**config.mk**
```make
export PLATFORM = sky130hd
export DESIGN_NAME = bis_ctrl
export DESIGN_NICKNAME = d
export VERILOG_FILES = /design/src/rtl/bis_pkg.sv /design/src/rtl/bis_ctrl.sv
export SDC_FILE = /design/constraint.sdc
export NUM_CORES = 1
export LEC_CHECK = 0
export BUFFER_PORTS_ARGS = -buffer_cell sky130_fd_sc_hd__buf_4
export CAP_MARGIN = 25
export CORE_AREA = 2 2 39 41
export CTS_BUF_LIST = sky130_fd_sc_hd__clkbuf_16
export DETAILED_ROUTE_END_ITERATION = 8
export DIE_AREA = 0 0 41 43
export PLACE_DENSITY = 0.6
export REMOVE_ABC_BUFFERS = 1
export SLEW_MARGIN = 20
export SYNTH_ARGS = -nofsm -noshare
export SYNTH_HDL_FRONTEND = slang
export SYNTH_SLANG_ARGS = --single-unit
```
**constraint.sdc**
```tcl
create_clock -name clk -period 1.7 [get_ports clk]
set_clock_uncertainty 0.2 [all_clocks]
set_input_delay 0.255 -clock clk [delete_from_list [all_inputs] [get_ports clk]]
set_output_delay 0.255 -clock clk [all_outputs]
set_load 0.05 [all_outputs]
```
**src/rtl/bis_pkg.sv**
```systemverilog
// Shared constants, register indexes and controller/datapath link types
// for the bilinear image scaler. No dependencies.
package bis_pkg;

  localparam int MAX_SRC_WIDTH  = 256;
  localparam int MAX_SRC_HEIGHT = 256;
  localparam int FRAC_BITS      = 8;

  localparam int PIX_W    = 8;
  localparam int SIZE_W   = 9;
  localparam int DST_W    = 12;
  localparam int COL_W    = $clog2(MAX_SRC_WIDTH);
  localparam int ROW_W    = $clog2(MAX_SRC_HEIGHT);
  localparam int ADDR_W   = ROW_W + COL_W;
  localparam int POS_W    = SIZE_W + FRAC_BITS;
  localparam int WT_W     = FRAC_BITS + 1;
  localparam int MIX_W    = PIX_W + FRAC_BITS + 1;
  localparam int ACC_W    = PIX_W + 2 * FRAC_BITS;
  localparam int CFG_IDX_W  = 2;
  localparam int CFG_DATA_W = 12;
  localparam int DIV_CNT_W  = $clog2(POS_W);

  localparam logic [WT_W-1:0] UNITY = WT_W'(1 << FRAC_BITS);

  typedef enum logic [CFG_IDX_W-1:0] {
    REG_SRC_WIDTH  = 2'd0,
    REG_SRC_HEIGHT = 2'd1,
    REG_DST_WIDTH  = 2'd2,
    REG_DST_HEIGHT = 2'd3
  } cfg_reg_t;

  typedef enum logic [1:0] {
    NB_R0C0 = 2'd0,
    NB_R1C0 = 2'd1,
    NB_R0C1 = 2'd2,
    NB_R1C1 = 2'd3
  } nb_sel_t;

  typedef struct packed {
    logic    load;
    logic    div_go;
    logic    div_col;
    logic    ld_row_step;
    logic    ld_col_step;
    logic    rd_en;
    nb_sel_t rd_sel;
    logic    mix;
    logic    blend;
    logic    emit;
  } ctl_t;

  typedef struct packed {
    logic frame_start;
    logic div_done;
  } stat_t;

endpackage

```
**src/rtl/bis_ctrl.sv**
```systemverilog
// Controller: sequences loads, step divisions at frame start, the four
// neighbour reads and the weighting stages. Uses bis_pkg.
module bis_ctrl (
  input  logic           clk,
  input  logic           rst,
  input  logic           start,
  input  logic           cmd,
  input  bis_pkg::stat_t stat,
  output bis_pkg::ctl_t  ctl,
  output logic           busy
);
  import bis_pkg::*;

  typedef enum logic [3:0] {
    ST_IDLE,
    ST_DIVR,
    ST_DIVR_W,
    ST_DIVC,
    ST_DIVC_W,
    ST_RD0,
    ST_RD1,
    ST_RD2,
    ST_RD3,
    ST_RDW,
    ST_MIX,
    ST_BLEND,
    ST_EMIT
  } state_t;

  state_t state, state_next;

  always_comb begin
    state_next = state;
    ctl        = '0;
    ctl.rd_sel = NB_R0C0;
    case (state)
      ST_IDLE: begin
        if (start && !cmd) ctl.load = 1'b1;
        if (start && cmd) state_next = stat.frame_start ? ST_DIVR : ST_RD0;
      end
      ST_DIVR: begin
        ctl.div_go = 1'b1;
        state_next = ST_DIVR_W;
      end
      ST_DIVR_W: begin
        ctl.ld_row_step = stat.div_done;
        if (stat.div_done) state_next = ST_DIVC;
      end
      ST_DIVC: begin
        ctl.div_go  = 1'b1;
        ctl.div_col = 1'b1;
        state_next  = ST_DIVC_W;
      end
      ST_DIVC_W: begin
        ctl.ld_col_step = stat.div_done;
        if (stat.div_done) state_next = ST_RD0;
      end
      ST_RD0: begin
        ctl.rd_en  = 1'b1;
        ctl.rd_sel = NB_R0C0;
        state_next = ST_RD1;
      end
      ST_RD1: begin
        ctl.rd_en  = 1'b1;
        ctl.rd_sel = NB_R1C0;
        state_next = ST_RD2;
      end
      ST_RD2: begin
        ctl.rd_en  = 1'b1;
        ctl.rd_sel = NB_R0C1;
        state_next = ST_RD3;
      end
      ST_RD3: begin
        ctl.rd_en  = 1'b1;
        ctl.rd_sel = NB_R1C1;
        state_next = ST_RDW;
      end
      // last read word lands in the neighbour registers
      ST_RDW: state_next = ST_MIX;
      ST_MIX: begin
        ctl.mix    = 1'b1;
        state_next = ST_BLEND;
      end
      ST_BLEND: begin
        ctl.blend  = 1'b1;
        state_next = ST_EMIT;
      end
      ST_EMIT: begin
        ctl.emit   = 1'b1;
        state_next = ST_IDLE;
      end
      default: state_next = ST_IDLE;
    endcase
  end

  always_ff @(posedge clk) begin
    if (rst) begin
      state <= ST_IDLE;
      busy  <= 1'b0;
    end else begin
      state <= state_next;
      busy  <= (state_next != ST_IDLE);
    end
  end

  a_req_busy: assert property (@(posedge clk) disable iff (rst)
    (start && !busy && cmd) |=> busy)
    else $error("request transfer did not make the block busy");

  a_load_one_cycle: assert property (@(posedge clk) disable iff (rst)
    ctl.load |=> !busy)
    else $error("load held the block busy");

  a_div_done_waiting: assert property (@(posedge clk) disable iff (rst)
    stat.div_done |-> (state == ST_DIVR_W || state == ST_DIVC_W))
    else $error("divider finished outside a wait state");

  a_rd_order: assert property (@(posedge clk) disable iff (rst)
    (state == ST_MIX) |-> $past(state == ST_RDW, 1) && $past(state == ST_RD3, 2))
    else $error("weighting started before all neighbours were read");

  a_busy_state: assert property (@(posedge clk) disable iff (rst)
    busy == (state != ST_IDLE))
    else $error("busy out of step with the controller state");

endmodule

```
==> impl_results.md <==
* Outcome: finished clean
* Root buf cell: clkbuf_16
* First-pass GRT wire length at 1.455 mm
* Commonest non-fill, non-tap cell in the layout: buf_4
* Pre-CTS setup slack at 97.86 ps
* Data arrival time of the critical path at 1220 ps
* Cell Pwr Density at 1078 nW/µm²
* RSZ-0062 raised after global routing: true
* CORE AREA at 1384 µm²
* Maximum buffer depth of the clock tree at 2
* Final setup TNS at 0 ps
* Mapped Cells at 46
* Vias in the first global route at 364
* Die Width at 41 µm
* Avg WL per Cell at 12.44 µm
* RePlAce Congestion at 0.7750
* # setup viols final at 0
* Least-Margin Pin Slew at 203.8 ps
* Area leader, netlist: dfxtp_1
* Worst hold path type: in2reg
* Max cap viols at 0
* Initial Utilization at 0.2776
* Most frequent cells in the layout: buf_4, buf_6
* Final hold violations at 0
* Max Slew Vio Count at 0
* Hold Worst Slack at 11.72 ps
* Final Power at 0.7231 mW
* Max IR drop VDD at 0.4406 mV
* Vias at 411
* Area delta synth->final at 74.59%
* Cts bufs inserted at 3
* Skew-Pair Late Insertion Delay at 230 ps
* Crit. End Element: output pin
* CTS sink count at 5
* Achievable Freq at 0.5974 GHz
* Global route overflow at 0
* Synthesized area per cell at 8.350 µm²
* Row count at 14
* Period Utilization, post-route at 0.9847
* Post-route setup slack at 25.94 ps
* CP Class: reg2out
* Final HPWL DP at 674.3 µm
* Seq/Total Area, Yosys at 0.2606
* Drt pass-1 iters at 3
* Io pins at 18
* Seq cells post-synth at 5
* Critical path's slowest cell: dfxtp_4
* Largest net degree at the start of global routing at 15
* Critical path buffer and inverter count at 1
* CP delay by family, top: simple AND/OR/NAND/NOR gates
* HP Start: rst
* Critical Path Source Type: flip-flop
* Area share of the largest cell type after synthesis at 0.2606
* Ant diodes at 0
* Critical R2R Launch: state[2]
* Cell breakdown of the critical path: nor2_2 > and4b_1 > buf_4
* Iteration-0 DRC Markers at 12
* H-Tree Depth at 1
* TritonCTS clock tree: done
* Residual DRC at 0
* Initial antenna violation count at 0
* Synth area leaders: dfxtp_1, buf_6, nor2_1
* Leak at 0.3133 nW
* CP peak stage delay at 380 ps
* Syn Std Cell Area at 384.1 µm²
* Gr usage total at 0.1293
* Max_slew headroom at 0.8638
* Worst Setup SP: state[2]
* Total Wirelength at 1.045 mm
* Port Buffers at 17
* CP max FO at 11
* Critical Path RT at 1240 ps
* DRT antenna net count at 0
* DR vias/cell at 4.893
* Die Area at 1763 µm²
* Ys Warns at 0
* Nets at 75
* Share of cells above drive strength 1 at 0.6471
* Die height at 43 µm
* Final min period at 1674 ps
* Distinct cells, synth at 29
* Clock slew at reported path FFs at 30 ps
-- per-layer routing --
layer  up-vias  GRT usage  routed length [µm]
met5         -          0                   0
met1       186     0.1629                 449
met4         0     0.1400                  39
met3         4    0.03141                  66
met2        13     0.1594                 489
li1        208          -                   -
-- cells in the mapped netlist (all sizes together) --
cell type	number
nor2	7
o21ai	2
and2	1
nand2b	2
buf	4
and3	2
and4b	1
and2b	1
o211ai	1
a21o	1
a211oi	1
a22oi	1
xnor2	1
nand2	3
or3	1
nor3b	1
or2	1
nand4	1
nand3	2
dfxtp	5
nor3	1
o22ai	2
a31oi	1
mux2	2
a21oi	1
-- area by class of cell --
class / instances / area [µm²]
clock inverter: 1 / 5.005
clock buffer: 3 / 75.07
tap: 16 / 20.02
multi-input combinational: 37 / 274.0
timing repair buffer: 22 / 183.9
sequential: 5 / 112.6
fill: 144 / 713.2
-- report_power, final --
part	switching, mW	leakage, nW	internal, mW
combinational	0.106	0.229	0.0771
clock	0.0846	0.0409	0.308
sequential	0.0185	0.0436	0.130
total	0.209	0.313	0.514
-- what timing repair did --
action                                  in CTS  in global routing
hold buffers                                 0                  0
resized for setup                            7                 15
cloned                                       0                  0
pin swaps                                    0                  4
endpoints found under the setup margin       8                  8
setup buffers                                0                  2
-- flip-flops by register name (all words and copies together) (netlist names) --
register,cells
state,4
busy,1
-- cell families after synthesis --
group | synth area share
muxes | 0.06839
and+or+nand+nor | 0.3649
DFF | 0.2606
AOI/OAI and AO/OA | 0.1661
buffers and inverters | 0.1173
xor gates and xnor gates | 0.02281
-- metrics by stage --
step,cells,instance area (µm²),util
6_report,84,670.6,0.4846
5_1_grt,84,670.6,0.4846
4_1_cts,82,605.6,0.4376
3_5_place_dp,78,509.2,0.3680
3_3_place_gp,78,509.2,0.3680
2_1_floorplan,42,339.1,-
-- worst paths after layout --
check / cells past startpoint / slack (ps) / endpoint
worst max-delay path: 3 / 30 / ctl[7]
worst min-delay path: 2 / 10 / state[3]
worst max register to register: 4 / 260 / state[0]
worst min register to register: 2 / 410 / busy
Power figures use the tool's default switching activity.
